**src/rtl/core/sta_pkg.sv**
```systemverilog
// Shared constants, codes and types of the slot table allocator.
`default_nettype none
package sta_pkg;

  localparam int MAX_SLOTS  = 16;
  localparam int VALUE_BITS = 32;
  localparam int IDX_W      = 4;
  localparam int CNT_W      = 5;
  localparam int OP_W       = 2;
  localparam int STAT_W     = 2;

  localparam logic [OP_W-1:0] OP_ALLOC   = 2'd0;
  localparam logic [OP_W-1:0] OP_GET     = 2'd1;
  localparam logic [OP_W-1:0] OP_RELEASE = 2'd2;

  localparam logic [STAT_W-1:0] STAT_OK    = 2'd0;
  localparam logic [STAT_W-1:0] STAT_FULL  = 2'd1;
  localparam logic [STAT_W-1:0] STAT_RANGE = 2'd2;
  localparam logic [STAT_W-1:0] STAT_FREE  = 2'd3;

  localparam logic [CNT_W-1:0] ACTIVE_RESET = 5'd16;

  typedef struct packed {
    logic accept;
    logic commit;
  } sta_cmd_t;

endpackage
`default_nettype wire

```
**src/rtl/core/sta_regs.sv**
```systemverilog
// Configuration register file with its APB-style access port.
`default_nettype none
module sta_regs
  import sta_pkg::*;
(
  input  wire logic             clk,
  input  wire logic             rst_n,
  input  wire logic             psel,
  input  wire logic             penable,
  input  wire logic             pwrite,
  input  wire logic [2:0]       paddr,
  input  wire logic [31:0]      pwdata,
  output logic      [31:0]      prdata,
  output logic                  pready,
  output logic      [CNT_W-1:0] active_slots
);

  logic [CNT_W-1:0] active_slots_r;
  logic [CNT_W-1:0] active_slots_nxt;
  logic             wr_en;

  assign pready = 1'b1;
  assign wr_en  = psel & penable & pwrite & pready & (paddr[2] == 1'b0);

  always_comb begin
    active_slots_nxt = active_slots_r;
    if (wr_en) begin
      active_slots_nxt = pwdata[CNT_W-1:0];
    end
  end

  always_ff @(posedge clk) begin
    if (!rst_n) begin
      active_slots_r <= ACTIVE_RESET;
    end else begin
      active_slots_r <= active_slots_nxt;
    end
  end

  assign prdata       = (paddr[2] == 1'b0) ? {{(32-CNT_W){1'b0}}, active_slots_r} : 32'd0;
  assign active_slots = active_slots_r;

endmodule
`default_nettype wire

```
**src/rtl/core/sta_ctrl.sv**
```systemverilog
// Request sequencer: accepts a beat, runs it, and holds the result handshake.
`default_nettype none
module sta_ctrl
  import sta_pkg::*;
(
  input  wire logic clk,
  input  wire logic rst_n,
  input  wire logic in_tvalid,
  output logic      in_tready,
  output logic      out_tvalid,
  input  wire logic out_tready,
  output sta_cmd_t  cmd
);

  localparam logic S_IDLE = 1'b0;
  localparam logic S_EXEC = 1'b1;

  logic state_r;
  logic state_nxt;
  logic out_valid_r;
  logic out_valid_nxt;

  always_comb begin
    cmd.accept    = in_tvalid & (state_r == S_IDLE);
    cmd.commit    = (state_r == S_EXEC) & (~out_valid_r | out_tready);
    state_nxt     = state_r;
    out_valid_nxt = out_valid_r & ~out_tready;
    unique case (state_r)
      S_IDLE: begin
        if (cmd.accept) begin
          state_nxt = S_EXEC;
        end
      end
      S_EXEC: begin
        if (cmd.commit) begin
          state_nxt     = S_IDLE;
          out_valid_nxt = 1'b1;
        end
      end
      default: state_nxt = S_IDLE;
    endcase
  end

  always_ff @(posedge clk) begin
    if (!rst_n) begin
      state_r     <= S_IDLE;
      out_valid_r <= 1'b0;
    end else begin
      state_r     <= state_nxt;
      out_valid_r <= out_valid_nxt;
    end
  end

  assign in_tready  = (state_r == S_IDLE);
  assign out_tvalid = out_valid_r;

  a_accept_runs: assert property (@(posedge clk) disable iff (!rst_n)
    cmd.accept |=> state_r == S_EXEC)
    else $error("accepted beat did not start execution");

  a_commit_shows: assert property (@(posedge clk) disable iff (!rst_n)
    cmd.commit |=> out_valid_r)
    else $error("committed result not presented");

  a_no_overwrite: assert property (@(posedge clk) disable iff (!rst_n)
    (state_r == S_EXEC) && out_valid_r && !out_tready |=> state_r == S_EXEC)
    else $error("result overwritten while the receiver stalls");

endmodule
`default_nettype wire

```
**src/rtl/core/sta_dp.sv**
```systemverilog
// Slot table datapath: valid bits, value memory, free-slot search and result register.
`default_nettype none
module sta_dp
  import sta_pkg::*;
(
  input  wire logic                  clk,
  input  wire logic                  rst_n,
  input  wire sta_cmd_t              cmd,
  input  wire logic [OP_W-1:0]       in_operation,
  input  wire logic [VALUE_BITS-1:0] in_object_value,
  input  wire logic [IDX_W-1:0]      in_slot_index,
  input  wire logic [CNT_W-1:0]      active_slots,
  output logic      [STAT_W-1:0]     out_status,
  output logic      [IDX_W-1:0]      out_granted_slot,
  output logic      [VALUE_BITS-1:0] out_read_value,
  output logic      [CNT_W-1:0]      out_occupancy
);

  logic [VALUE_BITS-1:0] mem [MAX_SLOTS];
  logic [VALUE_BITS-1:0] rd_data_r;
  logic [OP_W-1:0]       op_r;
  logic [VALUE_BITS-1:0] value_r;
  logic [IDX_W-1:0]      idx_r;

  logic [MAX_SLOTS-1:0]  slot_valid_r;
  logic [MAX_SLOTS-1:0]  slot_valid_nxt;
  logic [CNT_W-1:0]      used_count_r;
  logic [CNT_W-1:0]      used_count_nxt;

  logic [STAT_W-1:0]     status_r;
  logic [STAT_W-1:0]     status_nxt;
  logic [IDX_W-1:0]      granted_r;
  logic [IDX_W-1:0]      granted_nxt;
  logic [VALUE_BITS-1:0] read_value_r;
  logic [VALUE_BITS-1:0] read_value_nxt;

  logic [CNT_W-1:0]      size;
  logic [MAX_SLOTS-1:0]  free_mask;
  logic [IDX_W-1:0]      free_idx;
  logic                  any_free;
  logic                  in_range;
  logic                  mem_we;

  assign size     = (active_slots > CNT_W'(MAX_SLOTS)) ? CNT_W'(MAX_SLOTS) : active_slots;
  assign in_range = ({1'b0, idx_r} < size);

  always_comb begin
    for (int i = 0; i < MAX_SLOTS; i++) begin
      free_mask[i] = ~slot_valid_r[i] & (CNT_W'(i) < size);
    end
  end

  always_comb begin
    free_idx = '0;
    any_free = 1'b0;
    for (int i = MAX_SLOTS - 1; i >= 0; i--) begin
      if (free_mask[i]) begin
        free_idx = IDX_W'(i);
        any_free = 1'b1;
      end
    end
  end

  always_comb begin
    slot_valid_nxt = slot_valid_r;
    used_count_nxt = used_count_r;
    status_nxt     = STAT_OK;
    granted_nxt    = '0;
    read_value_nxt = '0;
    mem_we         = 1'b0;
    case (op_r)
      OP_ALLOC: begin
        if (any_free) begin
          slot_valid_nxt[free_idx] = 1'b1;
          used_count_nxt           = used_count_r + CNT_W'(1);
          granted_nxt              = free_idx;
          mem_we                   = cmd.commit;
        end else begin
          status_nxt = STAT_FULL;
        end
      end
      OP_GET, OP_RELEASE: begin
        if (!in_range) begin
          status_nxt = STAT_RANGE;
        end else if (!slot_valid_r[idx_r]) begin
          status_nxt = STAT_FREE;
        end else if (op_r == OP_GET) begin
          read_value_nxt = rd_data_r;
        end else begin
          slot_valid_nxt[idx_r] = 1'b0;
          if (used_count_r != '0) begin
            used_count_nxt = used_count_r - CNT_W'(1);
          end
        end
      end
      default: begin
        status_nxt = STAT_OK;
      end
    endcase
  end

  always_ff @(posedge clk) begin
    if (cmd.accept) begin
      op_r      <= in_operation;
      value_r   <= in_object_value;
      idx_r     <= in_slot_index;
      rd_data_r <= mem[in_slot_index];
    end
    if (mem_we) begin
      mem[free_idx] <= value_r;
    end
  end

  always_ff @(posedge clk) begin
    if (!rst_n) begin
      slot_valid_r <= '0;
      used_count_r <= '0;
    end else if (cmd.commit) begin
      slot_valid_r <= slot_valid_nxt;
      used_count_r <= used_count_nxt;
    end
  end

  always_ff @(posedge clk) begin
    if (cmd.commit) begin
      status_r     <= status_nxt;
      granted_r    <= granted_nxt;
      read_value_r <= read_value_nxt;
    end
  end

  assign out_status       = status_r;
  assign out_granted_slot = granted_r;
  assign out_read_value   = read_value_r;
  assign out_occupancy    = used_count_r;

  a_count_matches: assert property (@(posedge clk) disable iff (!rst_n)
    used_count_r == CNT_W'($countones(slot_valid_r)))
    else $error("occupancy count disagrees with valid bits");

  a_count_bound: assert property (@(posedge clk) disable iff (!rst_n)
    used_count_r <= CNT_W'(MAX_SLOTS))
    else $error("occupancy count above table size");

  a_alloc_marks: assert property (@(posedge clk) disable iff (!rst_n)
    cmd.commit && (op_r == OP_ALLOC) && any_free |=> slot_valid_r[$past(free_idx)])
    else $error("granted slot not marked occupied");

endmodule
`default_nettype wire

```
**src/rtl/core/slot_table_allocator.sv**
```systemverilog
// Top level of the slot table allocator: handle table with first-free allocation.
// Requests arrive as beats on the in_ stream: in_tuser carries the operation
// (allocate, get, release) and in_tdata the value and the slot index. Each
// request yields exactly one result beat on the out_ stream, with the status
// in out_tuser and the granted slot, read value and occupancy in out_tdata.
// A request is taken in S_IDLE and resolved in S_EXEC, where the value
// memory has been read and the free-slot priority encoder picks the lowest
// free slot below the active size; in_tready is high again the cycle after
// the commit. No new request is taken while one is in S_EXEC, which does not
// stall while the receiver keeps out_tready high. The result sits in an
// output register: the next request is accepted while it waits, and that
// request only stalls in S_EXEC until the pending result is taken.
// The APB-style port holds the active size register wherever paddr[2] is 0.
// Synchronous reset clears all valid bits, the occupancy count and the
// handshakes, and sets the active size to 16; stored values are not cleared.
`default_nettype none
module slot_table_allocator
  import sta_pkg::*;
(
  input  wire logic        clk,
  input  wire logic        rst_n,
  input  wire logic        in_tvalid,
  output logic             in_tready,
  input  wire logic [39:0] in_tdata,   // object_value[31:0], slot_index[35:32], zero pad
  input  wire logic [1:0]  in_tuser,   // operation[1:0]
  output logic             out_tvalid,
  input  wire logic        out_tready,
  output logic      [47:0] out_tdata,  // granted_slot[3:0], read_value[35:4], occupancy[40:36]
  output logic      [1:0]  out_tuser,  // status[1:0]
  input  wire logic        psel,
  input  wire logic        penable,
  input  wire logic        pwrite,
  input  wire logic [2:0]  paddr,
  input  wire logic [31:0] pwdata,
  output logic      [31:0] prdata,
  output logic             pready
);

  sta_cmd_t              cmd;
  logic [CNT_W-1:0]      active_slots;
  logic [STAT_W-1:0]     status;
  logic [IDX_W-1:0]      granted_slot;
  logic [VALUE_BITS-1:0] read_value;
  logic [CNT_W-1:0]      occupancy;

  sta_regs u_regs (
    .clk          (clk),
    .rst_n        (rst_n),
    .psel         (psel),
    .penable      (penable),
    .pwrite       (pwrite),
    .paddr        (paddr),
    .pwdata       (pwdata),
    .prdata       (prdata),
    .pready       (pready),
    .active_slots (active_slots)
  );

  sta_ctrl u_ctrl (
    .clk        (clk),
    .rst_n      (rst_n),
    .in_tvalid  (in_tvalid),
    .in_tready  (in_tready),
    .out_tvalid (out_tvalid),
    .out_tready (out_tready),
    .cmd        (cmd)
  );

  sta_dp u_dp (
    .clk              (clk),
    .rst_n            (rst_n),
    .cmd              (cmd),
    .in_operation     (in_tuser),
    .in_object_value  (in_tdata[31:0]),
    .in_slot_index    (in_tdata[35:32]),
    .active_slots     (active_slots),
    .out_status       (status),
    .out_granted_slot (granted_slot),
    .out_read_value   (read_value),
    .out_occupancy    (occupancy)
  );

  assign out_tuser = status;
  assign out_tdata = {7'd0, occupancy, read_value, granted_slot};

endmodule
`default_nettype wire
```
**config.mk**
```make
export PLATFORM = sky130hd
export DESIGN_NAME = slot_table_allocator
export DESIGN_NICKNAME = d
export VERILOG_FILES = /design/src/rtl/core/sta_pkg.sv /design/src/rtl/core/sta_regs.sv /design/src/rtl/core/sta_ctrl.sv /design/src/rtl/core/sta_dp.sv /design/src/rtl/core/slot_table_allocator.sv
export SDC_FILE = /design/constraint.sdc
export NUM_CORES = 1
export LEC_CHECK = 0
export BUFFER_PORTS_ARGS = -buffer_cell sky130_fd_sc_hd__buf_4
export CAP_MARGIN = 20
export CORE_MARGIN = 2
export CORE_UTILIZATION = 39
export DETAILED_ROUTE_END_ITERATION = 12
export GPL_TIMING_DRIVEN = 0
export PLACE_DENSITY = 0.54
export SLEW_MARGIN = 20
export SYNTH_ARGS = -nofsm -noshare
export SYNTH_HDL_FRONTEND = slang
export SYNTH_SLANG_ARGS = --single-unit
```
**constraint.sdc**
```tcl
create_clock -name clk -period 6 [get_ports clk]
set_input_delay 1.8 -clock clk [delete_from_list [all_inputs] [get_ports clk]]
set_output_delay 1.8 -clock clk [all_outputs]
set_load 0.01 [all_outputs]
```
==> summary.txt, run 1 <==
Timing
  • RSZ-0062 raised after global routing: no
  • Worst-margin pin slew: around 1.0 ns
  • Setup TNS: 0 ns
  • Slew Limit Fails: 0
  • Max-slew headroom: 33.6%
  • Maximum clock rate: 240 MHz
  • Final setup fails: 0
  • Fin crit share: 69.6%
  • Setup Skew: 0.0211 ns
  • Final number of hold-violating endpoints: 0
  • Period minus WS final: 4.17 ns
  • WHS: 0.505 ns

Die
  • DIE WIDTH: 259 µm
  • Die height: between 200 and 300 µm
  • I/O pin count: ~170
  • Num rows: 93
  • Core ar.: 0.0642 mm²
  • Die area: 0.0668 mm²
  • Initial Util: just under 40%

CTS
  • Num CTS Buffers: 72
  • CTS H-tree lvls: 3
  • CTS tree: done
  • # hold bufs at CTS: 0
  • Clock Path Buffers: 3
  • Clock sink total: about 650
  • Clk root buf: clkbuf_16
  • Clk_lat worst skew: 0.60 ns
  • Clk pin slew, worst setup/hold paths: about 0.060 ns
  • Postcts setup bufs: 0
  • Resized Gates After CTS: 0

Worst hold path
  • Worst Min Path Start: u_dp.out_occupancy[4]
  • Cell count of the worst hold path: 2
  • Hold endpoint: u_dp.out_occupancy[4]
  • Worst min path class: flip-flop to flip-flop

GRT
  • Initial antenna violation count: 1
  • Tot GR Track Use: 17.9%
  • First-pass GRT wire length: 86500 µm
  • Largest net degree at the start of global routing: 24
  • Overflow after GRT: 0
  • Vias in the first global route: 12800

Run status
  • Outcome: completed

Setup path
  • CP startpoint kind: input port
  • Reg-to-reg critical path startpoint: u_regs.active_slots[4]
  • Arrival time of the worst setup path: 4.49 ns
  • Reg2reg path depth: 9
  • Setup crit end kind: flip-flop
  • Crit-path max FO: 10
  • Kind of critical path: input port to flip-flop
  • Flop-to-flop setup slack: 2.48 ns
  • Worst EP required: between 6 and 7 ns
  • Worst r2r dst: u_dp.mem[7][25]

Place
  • IO buf count: 99
  • GP Congestion: 0.796
  • Placement-stage cell area: 0.0282 mm²
  • Post-DP HPWL: 37700 µm

Routing
  • DRT iter0 DRCs: 1022
  • Met3 wire len: 3020 µm
  • Drt pass-1 iters: 5
  • Max Used Layer: met4
  • Drt total wl: 58900 µm
  • Remaining DRCs: 0
  • Met1 wire length: 26100 µm
  • DR WL met2: 28800 µm
  • Vias per cell: 5.26
  • Post-DRT Antenna Nets: 0
  • Vias: 12300
  • Wire per inst: 25.2 µm

Logic synthesis
  • Yosys top cell by area: edfxtp_1
  • Mux contribution to synthesized area: 14.9%
  • Post-Syn Area: 0.0253 mm²
  • Mean Syn Cell Area: ~21 µm²
  • Synth warnings: 0
  • Number of synthesized flops with an enable pin: 620
  • Post-synthesis xor/xnor area fraction: 0.104%
  • Synth Area in Compound Gates: under 10%
  • Synth Instances: ~1200
  • Yosys top cell area share: 73.7%
  • Adder-Cell Fraction of Synth Area: less than 1%
  • Ys async rst share: 0%
  • Synth Flop Type: edfxtp_1
  • Most common cell in the netlist: edfxtp_1
  • Number of synthesized register bits: 648
  • Library cells used by synthesis: 70
  • Synth Area in Simple Gates: roughly 3.8%
  • Seq/Total Area, Yosys: 75.9%
  • Leading post-synthesis cells by cell area: edfxtp_1 74%, mux4_2 15%, dfxtp_1 2.2%
  • Largest family of logic cells by synthesized area: multiplexers
  • Top cells by instance count after synthesis: 620 x edfxtp_1, 164 x mux4_2, 39 x buf_4

Job
  • Max-cap violations: 0

Final layout
  • Fillers: 5376
  • Area delta synth->final: 20.4%
  • Final #Nets: 1523
  • Fraction of layout cells with a size suffix above 1: 33.7%
  • Fin area: 0.0304 mm²

Power and ir drop
  • Leak pwr: 10.2 nW
  • PD cells: around 320 mW/mm²
  • Max VDD drop: 0.190 mV
critical path, stage by stage:
cell and delay (ns):
buf_4 0.09, clkbuf_1 0.68, buf_1 0.81, mux4_2 0.61
mux4_2 0.50
per-stage QoR:
step	util, %	setup slack, ns	instances	total power [mW]
CTS	47.3	1.68	2336	9.88
global route	47.4	1.65	2336	10.1
floorplan	-	0.445	1220	5.44
global placement	42.4	-2.87	2174	5.61
finish	47.4	1.83	2337	9.75
detailed placement	43.9	1.04	2210	5.64
worst max-delay path by stage:
stage,start,cells past startpoint,to
global placement,in_tvalid,2,u_dp.value_r[26]
floorplan,out_tready,6,u_dp.mem[13][0]
detailed placement,in_tdata[32],5,u_dp.rd_data_r[9]
finish,in_tdata[32],5,u_dp.rd_data_r[9]
CTS,in_tdata[32],5,u_dp.rd_data_r[9]
global route,in_tdata[32],5,u_dp.rd_data_r[9]
final cells by class:
cell class | instances | area (µm²) | area share [%]
Timing Repair Buffer | 135 | 1580 | 5.19
Buffer | 95 | 552 | 1.81
Tap cell | 855 | 1070 | 3.52
Multi-Input combinational cell | 471 | 5780 | 19.0
Clock buffer | 89 | 1910 | 6.27
Antenna cell | 1 | 2.50 | 0.00823
Clock inverter | 37 | 325 | 1.07
Sequential cell | 648 | 19200 | 63.0
Inverter | 6 | 22.5 | 0.0740
report_power, final:
part | switching [mW] | total, mW | internal [mW]
logic | 0.228 | 0.435 | 0.207
clock network | 1.74 | 4.21 | 2.47
registers | 0.0678 | 5.10 | 5.03
total | 2.04 | 9.75 | 7.71
metal layers:
| metal | GRT usage [%] | vias up |
|---|---|---|
| met3 | 3.03 | 73 |
| met1 | 25.3 | 6545 |
| met2 | 29.0 | 327 |
| li1 | - | 5347 |
| met4 | 4.95 | 0 |
| met5 | 0 | - |
kinds of logic (layout without fill, tap and decap cells):
group	count (synthesis)	in the layout
AOI/OAI and AO/OA	85	85
xor gates and xnor gates	3	3
adders and majority gates	10	10
buffers and inverters	101	362
DFF	648	648
muxes	172	172
other	2	36
and+or+nand+nor	166	166
placed cells by master (no fill, tap or decap), types with 16 or more instances in the layout:
| cell type | count |
|---|---|
| dfxtp_1 | 28 |
| nand2b_1 | 18 |
| nor2_1 | 20 |
| buf_12 | 19 |
| and3_1 | 36 |
| nand2_1 | 25 |
| conb_1 | 35 |
| buf_4 | 138 |
| buf_16 | 16 |
| clkbuf_16 | 74 |
| edfxtp_1 | 620 |
| nor2_4 | 16 |
| clkbuf_1 | 45 |
| mux4_2 | 164 |
state kept, by name, summed over array words and instances (netlist names):
register	cells
u_ctrl.out_tvalid	1
u_ctrl.state_r	1
u_dp.idx_r	4
u_dp.mem	512
u_dp.op_r	2
u_dp.out_granted_slot	4
u_dp.out_occupancy	5
u_dp.out_read_value	32
u_dp.out_status	2
u_dp.rd_data_r	32
u_dp.slot_valid_r	16
u_dp.value_r	32
u_regs.active_slots	5
No activity file was read; power rests on OpenSTA's default activity.
==> run 2, diff against run 1 <==
Settings changed: ABC_AREA set to 1.
Clock period 6 ns to 4 ns, I/O delays scaled along.
==> summary.txt, run 2 <==
Logic synthesis
  • Top cells by instance count after synthesis: 620 x edfxtp_1, 217 x inv_1, 184 x o21ai_0
  • Ys async rst share: 0% (unchanged)
  • Synth Instances: 1951 (+64%)
  • Number of synthesized register bits: 648 (unchanged)
  • Yosys top cell area share: 70.4% (-3.3 points)
  • Yosys top cell by area: edfxtp_1
  • Post-Syn Area: 0.0264 mm² (+4.7%)
  • Synth warnings: 0 (unchanged)
  • Library cells used by synthesis: 47 (-33%)
  • Most common cell in the netlist: edfxtp_1
  • Leading post-synthesis cells by cell area: edfxtp_1 70%, mux2i_1 4.8%, o211ai_1 3.7%
  • Seq/Total Area, Yosys: 72.5% (-3.4 points)
  • Number of synthesized flops with an enable pin: 620 (unchanged)
  • Synth Flop Type: edfxtp_1
  • Mean Syn Cell Area: 13.6 µm² (-36%)

CTS
  • Clock sink total: 648 (unchanged)
  • CTS tree: done
  • Clock Path Buffers: 3 (unchanged)
  • Clk root buf: clkbuf_16
  • Num CTS Buffers: 73 (+1.4%)
  • Clk pin slew, worst setup/hold paths: 0.06 ns (about the same)
  • CTS H-tree lvls: 3 (unchanged)
  • Resized Gates After CTS: 0 (unchanged)
  • Clk_lat worst skew: 0.61 ns (about the same)
  • # hold bufs at CTS: 0 (unchanged)
  • Postcts setup bufs: 0 (unchanged)

Setup path
  • Arrival time of the worst setup path: 4.00 ns (-0.49 ns)
  • Crit-path max FO: 10 (unchanged)
  • Worst EP required: 4.31 ns (-2.01 ns)
  • Kind of critical path: input port to flip-flop
  • CP startpoint kind: input port
  • Reg-to-reg critical path startpoint: u_regs.active_slots[3]
  • Reg2reg path depth: 20 (+11)
  • Worst r2r dst: u_dp.mem[4][26]
  • Flop-to-flop setup slack: 0.47 ns (-2.01 ns)
  • Setup crit end kind: flip-flop

Final layout
  • Fin area: 0.0316 mm² (+3.9%)
  • Fraction of layout cells with a size suffix above 1: 15.8% (-18 points)
  • Area delta synth->final: 19.5%
  • Leading cell types in the layout, fill and taps excluded: 620 x edfxtp_1, 216 x inv_1, 184 x o21ai_0, 148 x a21oi_1, 135 x buf_4
  • Final core occ: 47.1% (-0.30 points)
  • Final #Nets: 2294 (+51%)
  • Inserted Diodes: 0 (-1)
  • Max FFs per register: 512 (unchanged)
  • Fillers: 5830 (+8.4%)
  • Largest register by flop count: u_dp.mem
  • Commonest non-fill, non-tap cell in the layout: edfxtp_1

Die
  • Num rows: 95 (+2.2%)
  • Initial Util: 39.4% (+0.041 points)
  • I/O pin count: 169 (unchanged)
  • Die height: 264 µm (+2.3%)
  • DIE WIDTH: 264 µm (+2.3%)
  • Core ar.: 0.0672 mm² (+4.6%)
  • Die area: 0.0699 mm² (+4.6%)

Timing
  • Setup Skew: 0.0186 ns (-0.00248 ns)
  • Worst-margin pin slew: 1.13 ns (+0.139 ns)
  • Maximum clock rate: around 270 MHz
  • Slew Limit Fails: 0 (unchanged)
  • Period minus WS final: 3.70 ns
  • Final number of hold-violating endpoints: 0 (unchanged)
  • Fin crit share: 92.4%
  • Final worst setup slack: 0.304 ns (-1.52 ns)
  • RSZ-0062 raised after global routing: no
  • Final setup fails: 0 (unchanged)
  • Max-slew headroom: 24.4% (-9.2 points)
  • Setup TNS: 0 ns (unchanged)

Routing
  • Drt total wl: 75400 µm (+28%)
  • Vias: 16600 (+35%)
  • Wire per inst: 24.1 µm (-4.3%)
  • Post-DRT Antenna Nets: 0 (unchanged)
  • Vias per cell: 5.32 (+1.1%)
  • Drt pass-1 iters: 5 (unchanged)
  • DRT iter0 DRCs: 1653 (+62%)
  • Remaining DRCs: 0 (unchanged)

Worst hold path
  • Worst Min Path Start: u_dp.slot_valid_r[0]
  • Hold endpoint: u_dp.slot_valid_r[0]
  • Worst min path class: flip-flop to flip-flop
  • Cell count of the worst hold path: 2 (unchanged)

GRT
  • Tot GR Track Use: 21.5% (+3.5 points)
  • Vias in the first global route: 16100 (+26%)
  • Largest net degree at the start of global routing: 26 (+8.3%)
  • Initial antenna violation count: 0 (-1)
  • Overflow after GRT: 0 (unchanged)
  • First-pass GRT wire length: 109000 µm (+26%)

Power and ir drop
  • Max VDD drop: 0.256 mV (+35%)
  • Total power: 14.9 mW (+53%)
  • Leak pwr: 11.6 nW (+14%)
  • PD cells: 473 mW/mm² (+48%)

Place
  • Dpl ws: -0.348 ns (-1.39 ns)
  • Placement-stage cell area: 0.0294 mm² (+4.2%)
  • GP Congestion: 0.847 (+6.4%)
  • IO buf count: 100 (+1.0%)
  • Post-DP HPWL: 51000 µm (+35%)

Run status
  • Outcome: completed

Job
  • Max-cap violations: 0 (unchanged)
[run 2: cell types whose count changed after synthesis, sizes merged, moves of 11 or more]
cell	before	now
nor2b	14	0
mux2i	8	128
nand4	4	15
inv	6	222
nand2	27	111
and3	36	1
nor2	36	110
mux4	164	0
o21ai	23	200
clkbuf	35	74
nand2b	18	0
nand3	5	47
o211ai	9	130
a21oi	12	156
[run 2: stage by stage]
step | hold WS, ns | cells
6_report | 0.485 | 3124
5_1_grt | 0.534 | 3124
3_3_place_gp | 0.475 | 2957
2_1_floorplan | 0.456 | 1984
3_5_place_dp | 0.482 | 2998
4_1_cts | 0.489 | 3124
[run 2: critical path: stages]
cell,delay [ns]
buf_4,0.21
clkbuf_1,0.42
clkbuf_1,0.44
clkbuf_1,0.68
a21oi_1,0.15
o21ai_0,0.26
o21ai_0,0.22
o211ai_1,0.21
nand2_1,0.18
[run 2: how the worst max path moves through the flow]
stage	from	endpoint	slack [ns]	cells after the start
2_1_floorplan	out_tready	u_dp.mem[11][0]	-0.20	7
3_3_place_gp	out_tready	u_dp.mem[11][17]	-2.95	8
3_5_place_dp	out_tready	u_dp.mem[7][17]	-0.35	11
4_1_cts	out_tready	u_dp.mem[7][27]	0.28	11
5_1_grt	out_tready	u_dp.mem[7][26]	0.15	11
6_report	in_tdata[32]	u_dp.rd_data_r[4]	0.30	9
[run 2: final cells by class]
| type | instances | area (µm²) | area share (%) |
|---|---|---|---|
| plain buffers | 136 | 683 | 2.16 |
| clock buffers | 86 | 1940 | 6.14 |
| clock inverters | 40 | 300 | 0.950 |
| inverters | 224 | 847 | 2.68 |
| multi-input cells | 976 | 6020 | 19.1 |
| flip-flops and latches | 648 | 19200 | 60.7 |
| well taps | 873 | 1090 | 3.46 |
| repair buffers | 141 | 1540 | 4.87 |
[run 2: power by group]
part           switching (mW)  internal (mW)
sequential              0.120           7.56
combinational           0.598          0.298
clock                    2.66           3.71
[run 2: metal layers]
| metal | wire length (µm) | global-route usage (%) | part of all wire, % |
|---|---|---|---|
| met5 | 0 | 0 | 0 |
| met4 | 1900 | 6.05 | 2.5 |
| met3 | 5180 | 3.55 | 6.9 |
| met2 | 36100 | 35.2 | 48 |
| met1 | 32200 | 29.6 | 43 |
[run 2: logic make-up (layout without fill, tap and decap cells)]
kind of cell	Yosys count	in the layout	share of synthesized area (%)
muxes	128	128	4.84
adders and majority gates	10	10	0.502
other	2	35	0.0284
xor gates and xnor gates	3	3	0.0994
DFF	648	648	72.5
buffers and inverters	360	627	5.77
and+or+nand+nor	297	297	5.17
AOI/OAI and AO/OA	503	503	11.1
==> run 3, diff against run 2 <==
Settings changed: ABC_AREA 1 to not set, CORE_MARGIN 2 to not set.
==> summary.txt, run 3 (synthesized netlist as in run 1, its figures left out) <==
Final layout
  • Max FFs per register: 512 (unchanged)
  • Fraction of layout cells with a size suffix above 1: 32.9% (+17 points)
  • Fin area: 0.0302 mm² (-4.5%)
  • Area of the multi-input gates: 0.00578 mm² (-4.0%)
  • Inserted Diodes: 0 (unchanged)
  • Fillers: 5304 (-9.0%)
  • Largest register by flop count: u_dp.mem
  • Final core occ: 47.5% (+0.44 points)
  • Final #Nets: 1514 (-34%)
  • Area delta synth->final: 19.5% (about the same)
  • Commonest non-fill, non-tap cell in the layout: edfxtp_1
  • Seq. cell area: 0.0192 mm² (unchanged)
  • Leading cell types in the layout, fill and taps excluded: 620 x edfxtp_1, 164 x mux4_2, 138 x buf_4, 73 x clkbuf_16, 48 x clkbuf_1

Timing
  • Fin crit share: 90.0% (-2.4 points)
  • Setup Skew: 0.0154 ns (-0.00320 ns)
  • RSZ-0062 raised after global routing: no
  • Period minus WS final: 3.60 ns (-0.0953 ns)
  • Worst-margin pin slew: 0.989 ns (-0.145 ns)
  • Slew Limit Fails: 0 (unchanged)
  • Maximum clock rate: 278 MHz (+2.6%)
  • Final number of hold-violating endpoints: 0 (unchanged)
  • WHS: 0.490 ns (+0.00420 ns)
  • Final setup fails: 0 (unchanged)
  • Max-slew headroom: 34.0% (+9.7 points)
  • Setup TNS: 0 ns (unchanged)

Routing
  • Vias: 12300 (-26%)
  • Remaining DRCs: 0 (unchanged)
  • Vias per cell: 5.29 (-0.55%)
  • Wire per inst: 24.8 µm (+2.7%)
  • Met3 wire len: 3150 µm (-39%)
  • Drt total wl: 57500 µm (-24%)
  • Max Used Layer: met4
  • Post-DRT Antenna Nets: 0 (unchanged)
  • Drt pass-1 iters: 5 (unchanged)
  • DRT iter0 DRCs: 1003 (-39%)
  • DR WL met2: 28300 µm (-22%)
  • Met1 wire length: 25100 µm (-22%)

Power and ir drop
  • Seq pwr share: 52.6% (+1.2 points)
  • Gate power share: 4.4% (-1.6 points)
  • Leak pwr: 10.1 nW (-13%)
  • Sw frac: 20.8% (-1.8 points)
  • Max VDD drop: 0.310 mV (+21%)
  • Internal cell power: 11.5 mW (-0.41%)
  • PD cells: 482 mW/mm² (+2.0%)
  • Net Switching: 3.03 mW (-10%)
  • Clock share of power: 43.0% (+0.4 points)

GRT
  • Vias in the first global route: 12700 (-21%)
  • First-pass GRT wire length: 85300 µm (-22%)
  • Overflow after GRT: 0 (unchanged)
  • Largest net degree at the start of global routing: 43 (+65%)
  • Tot GR Track Use: 17.7% (-3.7 points)
  • Initial antenna violation count: 2 (+2)

Setup path
  • Slowest cell on crit path: buf_1
  • Setup crit end kind: flip-flop
  • Worst r2r dst: u_dp.mem[15][5]
  • Crit path max-delay family: buffers and inverters
  • Buffer and inverter count on the worst path: 3 (-1)
  • Arrival time of the worst setup path: 3.93 ns (-0.07 ns)
  • Most common cell on crit path: mux4_2
  • CP startpoint kind: input port
  • Kind of critical path: input port to flip-flop
  • CP Launch Point: in_tdata[32]
  • Reg-to-reg critical path startpoint: u_regs.active_slots[4]
  • Flop-to-flop setup slack: 0.46 ns (about the same)
  • Reg2reg path depth: 9 (-55%)
  • Crit-path max FO: 10 (unchanged)
  • Worst EP required: 4.33 ns (+0.02 ns)
  • Crit-path max cell delay: 0.81 ns (+0.13 ns)
  • Cells along the critical path: buf_4, clkbuf_1, buf_1, mux4_2, mux4_2

CTS
  • CTS tree: done
  • Num CTS Buffers: 71 (-2.7%)
  • # hold bufs at CTS: 0 (unchanged)
  • Postcts setup bufs: 0 (unchanged)
  • Clk_lat worst skew: 0.60 ns (about the same)
  • Clk root buf: clkbuf_16
  • Clock Path Buffers: 3 (unchanged)
  • CTS H-tree lvls: 3 (unchanged)
  • Resized Gates After CTS: 0 (unchanged)
  • Clock sink total: 648 (unchanged)
  • Clk pin slew, worst setup/hold paths: 0.06 ns (about the same)

Die
  • Core ar.: 0.0635 mm² (-5.4%)
  • Num rows: 92 (-3.2%)
  • DIE WIDTH: 257 µm (-3.0%)
  • I/O pin count: 169 (unchanged)
  • Initial Util: 39.8% (+0.39 points)
  • Die area: 0.0658 mm² (-5.9%)
  • Die height: 257 µm (-3.0%)

Place
  • IO buf count: 99 (-1.0%)
  • GP Congestion: 0.814 (-4.0%)
  • Post-DP HPWL: 36600 µm (-28%)
  • Placement-stage cell area: 0.0280 mm² (-4.8%)

Worst hold path
  • Worst min path class: flip-flop to flip-flop
  • Cell count of the worst hold path: 2 (unchanged)
  • Worst Min Path Start: u_dp.out_occupancy[4]
  • Hold endpoint: u_dp.out_occupancy[4]

Job
  • Max-cap violations: 0 (unchanged)

Run status
  • Outcome: completed
## run 3: power groups by stage
stage	clock, mW	combinational [mW]	sequential (mW)
floorplan	0	0.396	7.76
global placement	0	0.626	7.79
detailed placement	0	0.651	7.80
CTS	6.40	0.653	7.65
global route	6.65	0.690	7.66
finish	6.26	0.641	7.65
## run 3: cell type report
class,instances,share of cell area [%]
multi-input combinational,471,19.2
buffer,95,1.82
timing repair buffer,127,4.59
clock buffer,91,6.28
clock inverter,37,1.03
inverter,6,0.0746
tap,846,3.51
sequential,648,63.5
## run 3: metrics by stage
stage | setup WS [ns] | power, mW | instances
after floorplan | -0.144 | 8.15 | 1220
after global placement | -2.69 | 8.42 | 2165
after detailed placement | -0.322 | 8.45 | 2192
after CTS | 0.321 | 14.7 | 2320
after global routing | 0.233 | 15.0 | 2321
final | 0.399 | 14.6 | 2321
## run 3: how the worst max path moves through the flow
stage | to | depth (start not counted)
floorplan | u_dp.mem[9][0] | 7
global placement | u_dp.mem[9][13] | 8
detailed placement | u_dp.rd_data_r[14] | 5
CTS | u_dp.rd_data_r[13] | 5
global route | u_dp.rd_data_r[2] | 5
finish | u_dp.rd_data_r[20] | 5
## run 3: worst min-delay path: cells and delay by family (launching register included)
family | cells | cell delay [ns]
muxes | 1 | 0.05
and+or+nand+nor | 1 | 0.06
DFF | 1 | 0.33
## run 3: layer usage
layer	GRT usage, %	vias up
met1	24.8	6533
li1	-	5332
met2	28.8	338
met4	4.86	0
met5	0	-
met3	2.86	76
